## config.mk

```make
export PLATFORM = sky130hd
export DESIGN_NAME = ffe_queue
export DESIGN_NICKNAME = d
export VERILOG_FILES = /design/src/rtl/ffe_pkg.sv /design/src/rtl/ffe_queue.sv
export SDC_FILE = /design/constraint.sdc
export NUM_CORES = 1
export LEC_CHECK = 0
export BUFFER_PORTS_ARGS = -buffer_cell sky130_fd_sc_hd__buf_2
export CORE_ASPECT_RATIO = 1.4
export CORE_MARGIN = 2
export CORE_UTILIZATION = 42
export DETAILED_ROUTE_END_ITERATION = 10
export PLACE_DENSITY = 0.73
export SLEW_MARGIN = 15
export SYNTH_ARGS = -nofsm -noshare
export SYNTH_HDL_FRONTEND = slang
export SYNTH_SLANG_ARGS = --single-unit
```

## constraint.sdc

```tcl
create_clock -name clk_i -period 12 [get_ports clk_i]
set_clock_uncertainty 0.2 [all_clocks]
set_input_delay 2.4 -clock clk_i [delete_from_list [all_inputs] [get_ports clk_i]]
set_output_delay 2.4 -clock clk_i [all_outputs]
set_load 0.02 [all_outputs]
```

## src/rtl/ffe_pkg.sv

```systemverilog
`timescale 1ns / 1ps

package ffe_pkg;

  // default frame geometry
  localparam int FRAME_WIDTH_DEF  = 320;
  localparam int FRAME_HEIGHT_DEF = 200;

  // widest geometry the engine supports (4096 x 4096)
  localparam int ADDR_MAX_W = 24;
  localparam int DIM_MAX_W  = 12;

  // command queue between front and back
  localparam int QUEUE_DEPTH = 2;

  localparam logic [31:0] RESET_COLOR = 32'hFF00_0000;

  // command opcodes on the input channel
  localparam logic [1:0] OP_CLEAR = 2'd0;
  localparam logic [1:0] OP_PUT   = 2'd1;
  localparam logic [1:0] OP_FILL  = 2'd2;
  localparam logic [1:0] OP_READ  = 2'd3;

  // classified command kinds handed to the back end
  typedef enum logic [1:0] {
    KIND_CLEAR,
    KIND_FILL,
    KIND_READ,
    KIND_REJECT
  } kind_e;

  typedef struct packed {
    kind_e                 kind;
    logic [ADDR_MAX_W-1:0] addr;
    logic [DIM_MAX_W-1:0]  wm1;
    logic [DIM_MAX_W-1:0]  hm1;
    logic [31:0]           color;
  } cmd_t;

endpackage

```

## src/rtl/ffe_queue.sv

```systemverilog
`timescale 1ns / 1ps

module ffe_queue (
  input  logic          clk_i,
  input  logic          rst_ni,
  input  logic          push_valid_i,
  output logic          push_ready_o,
  input  ffe_pkg::cmd_t push_data_i,
  output logic          pop_valid_o,
  input  logic          pop_ready_i,
  output ffe_pkg::cmd_t pop_data_o
);

  localparam int DEPTH = ffe_pkg::QUEUE_DEPTH;
  localparam int PW    = (DEPTH > 1) ? $clog2(DEPTH) : 1;
  localparam int NW    = $clog2(DEPTH + 1);

  ffe_pkg::cmd_t slot_q [DEPTH];
  logic [PW-1:0] wr_ptr_q, wr_ptr_d;
  logic [PW-1:0] rd_ptr_q, rd_ptr_d;
  logic [NW-1:0] cnt_q, cnt_d;
  logic          push;
  logic          pop;

  assign push_ready_o = (cnt_q != NW'(DEPTH));
  assign pop_valid_o  = (cnt_q != '0);
  assign pop_data_o   = slot_q[rd_ptr_q];
  assign push         = push_valid_i && push_ready_o;
  assign pop          = pop_valid_o && pop_ready_i;

  // pointer and fill count update
  always_comb begin
    wr_ptr_d = wr_ptr_q;
    rd_ptr_d = rd_ptr_q;
    cnt_d    = cnt_q;
    if (push) begin
      wr_ptr_d = (wr_ptr_q == PW'(DEPTH - 1)) ? '0 : wr_ptr_q + PW'(1);
    end
    if (pop) begin
      rd_ptr_d = (rd_ptr_q == PW'(DEPTH - 1)) ? '0 : rd_ptr_q + PW'(1);
    end
    if (push && !pop) begin
      cnt_d = cnt_q + NW'(1);
    end else if (pop && !push) begin
      cnt_d = cnt_q - NW'(1);
    end
  end

  always_ff @(posedge clk_i or negedge rst_ni) begin
    if (!rst_ni) begin
      wr_ptr_q <= '0;
      rd_ptr_q <= '0;
      cnt_q    <= '0;
    end else begin
      wr_ptr_q <= wr_ptr_d;
      rd_ptr_q <= rd_ptr_d;
      cnt_q    <= cnt_d;
    end
  end

  // slot storage
  always_ff @(posedge clk_i) begin
    if (push) begin
      slot_q[wr_ptr_q] <= push_data_i;
    end
  end

endmodule

```

==> flow_metrics.tcl <==
set metrics [dict create \
    outcome "completed" \
    dp.cells 627 \
    critPathRequiredTime_ns 9.40 \
    first_global_vias 3391 \
    chipHeight_um 150.8 \
    slew_headroom 0.4242 \
    yosysUniqueCellTypes 16 \
    num_antenna_cells 0 \
    synthAdderAreaFrac 0.001936 \
    place_hpwl_um 7165 \
    utilization 0.5358 \
    core_sq_mm 0.01505 \
    yosysSeqAreaShare 0.7777 \
    drtIter0Drc 129 \
    rows 53 \
    start_kind "flop" \
    cts_buffers 17 \
    tritoncts "done" \
    setup_total_negative_slack_ns 0 \
    clk_pin_slew_ns 0.06 \
    crit_type "reg -> out" \
    hold_violations 0 \
    overflow 0 \
    critical_path_peak_fanout 48 \
    gp_congestion 0.6910 \
    power_density_mw_per_mm2 261.1 \
    grt_pass1_wl_um 16360 \
    cp-end-kind "output pin" \
    pre_cts_slack_ns 7.130 \
    nFillCells 1203 \
    cts.hold.buffers_added 0 \
    synth_top_family_by_area "multiplexers" \
    layout_setup_ws_ns 6.773 \
    synth_edf_count 164 \
    setup_viol 0 \
    worst_pin_slew_ns 0.8636 \
    cts_buffer_depth 2 \
    num-nets-final 543 \
    arrival_ns 2.63 \
    synth_area_per_cell_sq_um 23.67 \
    p_leak_nw 3.221 \
    post_dp_cell_area_sq_mm 0.007422 \
    synthMuxAreaShare 0.1836 \
    grt.total_usage 0.1348 \
    async_flop_share 0.02381 \
    clock_sinks 168 \
    fin_area_sq_mm 0.008065 \
    area_growth_pct 24.83 \
    ant_nets 0 \
    cts_root_buf "clkbuf_16" \
    start_util 0.4292 \
    grt_setup_unrepaired "false" \
    vias 3091 \
    vias_per_cell 4.676 \
    ir_drop_v 0.0001572 \
    grt_max_degree 83 \
    clkLatencyLatePin_ns 0.40 \
    post_drt_wl_per_cell_um 16.25 \
    slew_viol_final 0 \
    fmax_ghz 0.1913 \
    fp.dieArea_sq_mm 0.01641 \
    chipWidth_um 108.8 \
    io_buffers 169 \
    dr.pass1.iters 6 \
    synth_fp_nets 360 \
    post_cts_resized 0 \
    postCtsSetupBuffers 0 \
    synth_compound_area_frac 0 \
    synth-simple-area-share 0.005229 \
    netlist_instances 273 \
    synthXorXnorAreaFrac 0.006778 \
    drc 0 \
    power.total_mw 2.106 \
    synth_area_sq_mm 0.006461 \
    cap_viol_max_count 0 \
    yosys_warnings 0 \
    drive_gt1_frac 0.6162 \
    layout_min_cycle_time_ns 5.227 \
    wirelength_um 10740 \
    antenna_found_initial 0 \
    multi_input_area_sq_mm 0.001289 \
    fin_crit_sh 0.4356 \
    io_pins 170 \
    cts_max_level 4 \
    hp-class "reg -> reg" \
    final_cells 661 \
    ys_ff_latch 168 \
    hold_slack_ns 0.2947 \
    ff_latch_area_sq_mm 0.005029 \
    ys.flop_type "edfxtp_1" \
]
==> cells in the final DEF (no fill, tap or decap), types with 3 or more instances in the layout <==
cell type and count:
mux2_2 12, mux2_4 70, buf_2 169, xnor2_1 3, edfxtp_1 164, dfrtp_1 3
inv_6 6, clkbuf_16 17
==> worst max-delay path, cell delays in order, from the launching register on <==
cell	delay [ns]
dfrtp_4	0.83
buf_4	0.78
mux2_2	0.41
buf_2	0.16
==> sequential cells by signal, indices dropped and copies added (netlist names) <==
name,count
cnt_q,2
wr_ptr_q,1
slot_q,164
rd_ptr_q,1
==> layout make-up <==
| cell class | instances | area share |
|---|---|---|
| Timing Repair Buffer | 173 | 0.1136 |
| Sequential cell | 168 | 0.6235 |
| Inverter | 1 | 0.0004654 |
| Clock inverter | 14 | 0.01970 |
| Tap cell | 192 | 0.02979 |
| Clock buffer | 18 | 0.05321 |
| Multi-Input combinational cell | 95 | 0.1598 |
==> kinds of logic after synthesis <==
kind of cell  Yosys count
flops                 168
mux                    82
xor+xnor                5
buf+inv                10
simple gates            7
fa+ha+maj               1
==> Yosys cell counts, types with 2 or more instances <==
cell type | n | area (sq um)
edfxtp_1 | 164 | 4925
mux2_4 | 70 | 1051
mux2_2 | 12 | 135.1
buf_12 | 7 | 140.1
dfrtp_1 | 4 | 100.1
xnor2_1 | 3 | 26.28
nand2_1 | 2 | 7.510
nor2_1 | 2 | 7.510
xor2_1 | 2 | 17.52
==> report_power, final <==
part           total (mW)  internal [mW]  leakage (nW)  switching, mW
combinational       0.702          0.321          1.37          0.381
sequential          0.867          0.803          1.57         0.0640
clock               0.538          0.313         0.284          0.225
==> worst paths after layout <==
check | from | endpoint | slack, ns | cells past startpoint
min in group asynchronous | rst_ni | rd_ptr_q | 1.59 | 1
max in group asynchronous | rst_ni | rd_ptr_q | 9.88 | 1
worst min register to register | cnt_q[1] | cnt_q[1] | 0.29 | 1
worst max-delay path | rd_ptr_q | pop_data_o[61] | 6.77 | 3
worst max register to register | cnt_q[0] | slot_q[0][18] | 9.46 | 5
worst min-delay path | cnt_q[1] | cnt_q[1] | 0.29 | 1
==> layer usage <==
layer  global-route usage  up-vias  wire length [um]
met5                    0        -                 0
met4              0.06282        0               243
met3              0.03463       16               497
met2               0.2497       98              6036
met1               0.1400     1532              3965
li1                     -     1445                 -
Power figures use the tool's default switching activity.
