$ cat src/rtl/ffe_pkg.sv
`timescale 1ns / 1ps

package ffe_pkg;

  // default frame geometry
  localparam int FRAME_WIDTH_DEF  = 320;
  localparam int FRAME_HEIGHT_DEF = 200;

  // widest geometry the engine supports (4096 x 4096)
  localparam int ADDR_MAX_W = 24;
  localparam int DIM_MAX_W  = 12;

  // command queue between front and back
  localparam int QUEUE_DEPTH = 2;

  localparam logic [31:0] RESET_COLOR = 32'hFF00_0000;

  // command opcodes on the input channel
  localparam logic [1:0] OP_CLEAR = 2'd0;
  localparam logic [1:0] OP_PUT   = 2'd1;
  localparam logic [1:0] OP_FILL  = 2'd2;
  localparam logic [1:0] OP_READ  = 2'd3;

  // classified command kinds handed to the back end
  typedef enum logic [1:0] {
    KIND_CLEAR,
    KIND_FILL,
    KIND_READ,
    KIND_REJECT
  } kind_e;

  typedef struct packed {
    kind_e                 kind;
    logic [ADDR_MAX_W-1:0] addr;
    logic [DIM_MAX_W-1:0]  wm1;
    logic [DIM_MAX_W-1:0]  hm1;
    logic [31:0]           color;
  } cmd_t;

endpackage

$ cat src/rtl/ffe_front.sv
`timescale 1ns / 1ps

module ffe_front #(
  parameter int FRAME_WIDTH  = ffe_pkg::FRAME_WIDTH_DEF,
  parameter int FRAME_HEIGHT = ffe_pkg::FRAME_HEIGHT_DEF
) (
  input  logic [1:0]    op_i,
  input  logic [15:0]   x_coord_i,
  input  logic [15:0]   y_coord_i,
  input  logic [15:0]   rect_width_i,
  input  logic [15:0]   rect_height_i,
  input  logic [31:0]   pixel_color_i,
  output ffe_pkg::cmd_t cmd_o
);

  localparam int DEPTH = FRAME_WIDTH * FRAME_HEIGHT;
  localparam int AW    = (DEPTH > 1) ? $clog2(DEPTH) : 1;
  localparam int CW    = (FRAME_WIDTH > 1) ? $clog2(FRAME_WIDTH) : 1;
  localparam int RW    = (FRAME_HEIGHT > 1) ? $clog2(FRAME_HEIGHT) : 1;

  logic [16:0]   x_end;
  logic [16:0]   y_end;
  logic          x_in;
  logic          y_in;
  logic          fill_ok;
  logic [AW-1:0] start_addr;

  // bounds checks, ends taken one bit wider so they never wrap
  assign x_end   = {1'b0, x_coord_i} + {1'b0, rect_width_i};
  assign y_end   = {1'b0, y_coord_i} + {1'b0, rect_height_i};
  assign x_in    = ({1'b0, x_coord_i} < 17'(FRAME_WIDTH));
  assign y_in    = ({1'b0, y_coord_i} < 17'(FRAME_HEIGHT));
  assign fill_ok = (rect_width_i != 16'd0) && (rect_height_i != 16'd0) && x_in && y_in &&
                   (x_end <= 17'(FRAME_WIDTH)) && (y_end <= 17'(FRAME_HEIGHT));

  // row-major start address, only meaningful when the origin is in frame
  assign start_addr = AW'(y_coord_i[RW-1:0]) * AW'(FRAME_WIDTH) + AW'(x_coord_i[CW-1:0]);

  // classify the command
  always_comb begin
    cmd_o       = '0;
    cmd_o.addr  = ffe_pkg::ADDR_MAX_W'(start_addr);
    cmd_o.color = pixel_color_i;
    cmd_o.kind  = ffe_pkg::KIND_REJECT;
    case (op_i)
      ffe_pkg::OP_CLEAR: begin
        cmd_o.kind = ffe_pkg::KIND_CLEAR;
      end
      ffe_pkg::OP_PUT: begin
        // a single pixel is a 1x1 fill
        if (x_in && y_in) begin
          cmd_o.kind = ffe_pkg::KIND_FILL;
        end
      end
      ffe_pkg::OP_FILL: begin
        if (fill_ok) begin
          cmd_o.kind = ffe_pkg::KIND_FILL;
          cmd_o.wm1  = ffe_pkg::DIM_MAX_W'(rect_width_i - 16'd1);
          cmd_o.hm1  = ffe_pkg::DIM_MAX_W'(rect_height_i - 16'd1);
        end
      end
      ffe_pkg::OP_READ: begin
        if (x_in && y_in) begin
          cmd_o.kind = ffe_pkg::KIND_READ;
        end
      end
      default: begin
        cmd_o.kind = ffe_pkg::KIND_REJECT;
      end
    endcase
  end

endmodule

$ cat config.mk
export PLATFORM = sky130hd
export DESIGN_NAME = ffe_front
export DESIGN_NICKNAME = d
export VERILOG_FILES = /design/src/rtl/ffe_pkg.sv /design/src/rtl/ffe_front.sv
export SDC_FILE = /design/constraint.sdc
export NUM_CORES = 1
export LEC_CHECK = 0
export BUFFER_PORTS_ARGS = -buffer_cell sky130_fd_sc_hd__buf_4
export CAP_MARGIN = 15
export CORE_MARGIN = 2
export CORE_UTILIZATION = 45
export DETAILED_ROUTE_END_ITERATION = 12
export GPL_ROUTABILITY_DRIVEN = 0
export PLACE_DENSITY = 0.78
export SETUP_SLACK_MARGIN = 0.2
export SYNTH_ARGS = -nofsm -noshare
export SYNTH_HDL_FRONTEND = slang
export SYNTH_SLANG_ARGS = --single-unit
$ cat constraint.sdc
create_clock -name vclk -period 9.3
set_input_delay 0.465 -clock vclk [all_inputs]
set_output_delay 0.465 -clock vclk [all_outputs]
set_load 0.01 [all_outputs]
==> flow_metrics.py <==
metrics = {
    "sta": {
        "rsz0062_at_grt": "no",
        "worst_slew_pin_slew_ns": 0.740,
        "timing.final.crit_share_pct": 50.4,
        "final.min_clock_period_ns": 4.68,
        "setup_ws_ns": 4.62,
        "final_max_slew_viol_count": 0,
        "max_freq_ghz": 0.214,
        "relSlewSlack_pct": 50.0,
        "setup_tns_ns": 0,
        "hold_viol_final": 0,
        "setup_viol": 0,
        "holdWs_ns": 0.930,
    },
    "setup_path": {
        "worstPathMaxFanout": 25,
        "start_kind": "primary input",
        "startpoint": "rect_width_i[0]",
        "cp.required_ns": 8.84,
        "cp_common_cell": "buf_4",
        "critPathCaptureType": "primary output",
        "path_buf_inv": 2,
        "crit_chain": "buf_4 > ha_1 > fa_1 > a21o_1 > a221oi_1 > o21ai_0 > xnor2_1 > or4_1 > nor4_2 > nand4_2 > a211oi_1 > buf_4",
        "crit_type": "in2out",
        "cp.depth": 12,
        "crit_slowest_cell": "nand4_2",
        "slowest_delay_ns": 0.55,
        "crit_end": "cmd_o[36]",
        "crit_family": "compound AO/OA/AOI/OAI gates",
        "arrival_ns": 4.22,
    },
    "global_routing": {
        "grt_pass1_wl_um": 15400,
        "track_usage_pct": 23.7,
        "grt_max_degree": 26,
        "antenna_found_initial": 0,
        "grt-ovfl-total": 0,
        "grt_pass1_vias": 3390,
    },
    "final_layout": {
        "n_clock_buffer": 0,
        "design.seq.count": 0,
        "syn_to_final_growth_pct": 16.8,
        "final_nets": 665,
        "layout-drive-gt1-share_pct": 23.3,
        "diodes": 0,
        "final-seq-area_um2": 0,
        "fillCellCount": 681,
    },
    "power": {
        "power_w": 0.000241,
        "p_clk_share_pct": 0,
        "vdd.ir_drop.worst_mv": 0.0273,
        "p_seq_share_pct": 0,
        "p_per_area_nw_per_um2": 63.7,
        "power_frac_comb_pct": 100.0,
        "switching_share_pct": 54.7,
        "p_sw_w": 0.000132,
        "p_leak_nw": 1.73,
        "p_int_w": 0.000109,
    },
    "cts": {
        "cts_resized": 0,
        "postCtsSetupBuffers": 0,
        "hold_buffers": 0,
    },
    "floorplan": {
        "io_pins": 180,
        "start_util_pct": 47.0,
        "rows": 30,
        "core-area_um2": 6910,
        "dieArea_um2": 7910,
        "dieWidth_um": 89.0,
        "die_h_um": 89.0,
    },
    "placed_design": {
        "dp_slack_ns": 4.68,
        "port_buffers": 108,
        "dp_hpwl_um": 8400,
    },
    "yosys": {
        "yosys.area.top_type": "ha_1",
        "synth_top_area_share_pct": 19.3,
        "yosysSeqAreaShare_pct": 0,
        "synth-xor-area-share_pct": 12.1,
        "synth.avg_cell_area_um2": 7.15,
        "netlist_top_cells_area": "ha_1 19%, buf_4 11%, xnor2_1 7.0%",
        "synth_top_family_by_area": "simple AND/OR/NAND/NOR gates",
        "ys_warn_count": 0,
        "synth-simple-area-share_pct": 25.1,
        "synth_cells": 454,
        "synth_compound_area_share_pct": 24.6,
        "synthMuxAreaShare_pct": 0.924,
        "synth_cell_type_count": 59,
        "synthAdderAreaFrac_pct": 21.7,
        "netlist_area_um2": 3250,
    },
    "worst_hold_path": {
        "worstHoldPathType": "in2out",
        "hold_depth": 0,
    },
    "routing": {
        "dr.pass1.iters": 5,
        "vias": 3610,
        "ant_nets": 0,
        "drc_errors": 0,
        "wl_um": 9840,
        "wl_per_cell_um": 16.2,
        "via_per_inst": 5.95,
        "drtIter0Drc": 268,
    },
    "flow_run": {
        "cap_violations": 0,
    },
    "run_status": {
        "status": "finished clean",
    },
}
==> area by class of cell <==
| class | instances | area [µm²] | share of cell area (%) |
|---|---|---|---|
| inverter | 23 | 86.3 | 2.28 |
| timing repair buffer | 108 | 811 | 21.4 |
| multi-input combinational | 380 | 2780 | 73.2 |
| tap | 96 | 120 | 3.17 |
==> synth_stat cells, types with 8 or more instances <==
cell       n
inv_1     22
nor2_1    27
o21ai_0   17
buf_4     46
xor2_1    19
or3_1      8
nand2_1   32
xnor2_1   26
a21o_1    12
nor4_1    10
nor3_1    31
ha_1      50
a21oi_1   29
nand3_1   10
a211oi_1  12
==> power groups by stage <==
| stage | Combinational, W | Clock [W] | Sequential (W) |
|---|---|---|---|
| after floorplan | 0.000172 | 0 | 0 |
| after global placement | 0.000232 | 0 | 0 |
| after detailed placement | 0.000237 | 0 | 0 |
| after CTS | 0.000239 | 0 | 0 |
| after global routing | 0.000264 | 0 | 0 |
| final | 0.000241 | 0 | 0 |
==> metrics by stage <==
stage | area (µm²) | utilization (%) | cells
3_5_place_dp | 3790 | 54.9 | 607
3_3_place_gp | 3790 | 54.9 | 607
5_1_grt | 3790 | 54.9 | 607
4_1_cts | 3790 | 54.9 | 607
6_report | 3790 | 54.9 | 607
2_1_floorplan | 3270 | - | 461
==> placed cells by master (no fill, tap or decap), types with 4 or more instances in the layout <==
cell      instances
or4_1             5
xor2_1           19
nand2_1          32
o211ai_1          5
conb_1            8
xnor2_1          26
nand4_1           7
and2_1            6
nand3_1          10
buf_4           108
and3_1            4
nor2_1           27
fa_1              4
nor3_1           31
nor4_1           10
or3_1             8
nor2b_1           5
o21ai_0          17
o21a_1            5
a211oi_1         12
inv_1            22
ha_1             50
a21oi_1          29
a21o_1           12
==> worst min path at each step <==
| stage | from | endpoint | slack [ns] |
|---|---|---|---|
| final | pixel_color_i[12] | cmd_o[12] | 0.93 |
| after detailed placement | pixel_color_i[15] | cmd_o[15] | 0.93 |
| after global placement | pixel_color_i[15] | cmd_o[15] | 0.93 |
| after CTS | pixel_color_i[15] | cmd_o[15] | 0.93 |
| after global routing | pixel_color_i[19] | cmd_o[19] | 0.93 |
| after floorplan | rect_height_i[0] | cmd_o[32] | 0.98 |
==> cells by family after synthesis <==
family                     after synthesis
AOI/OAI and AO/OA                      114
xor gates and xnor gates                45
adders and majority gates               54
buffers and inverters                   81
muxes                                    3
other                                    1
and+or+nand+nor                        156
==> layer usage <==
metal / part of all wire [%] / wire length, µm / vias to the layer above / GRT usage, %
li1: - / - / 1752 / -
met1: 43 / 4230 / 1646 / 32.1
met2: 47 / 4650 / 190 / 41.2
met3: 7.7 / 758 / 22 / 1.57
met4: 2.1 / 209 / 0 / 5.83
met5: 0 / 0 / - / 0
Power figures use the tool's default switching activity.
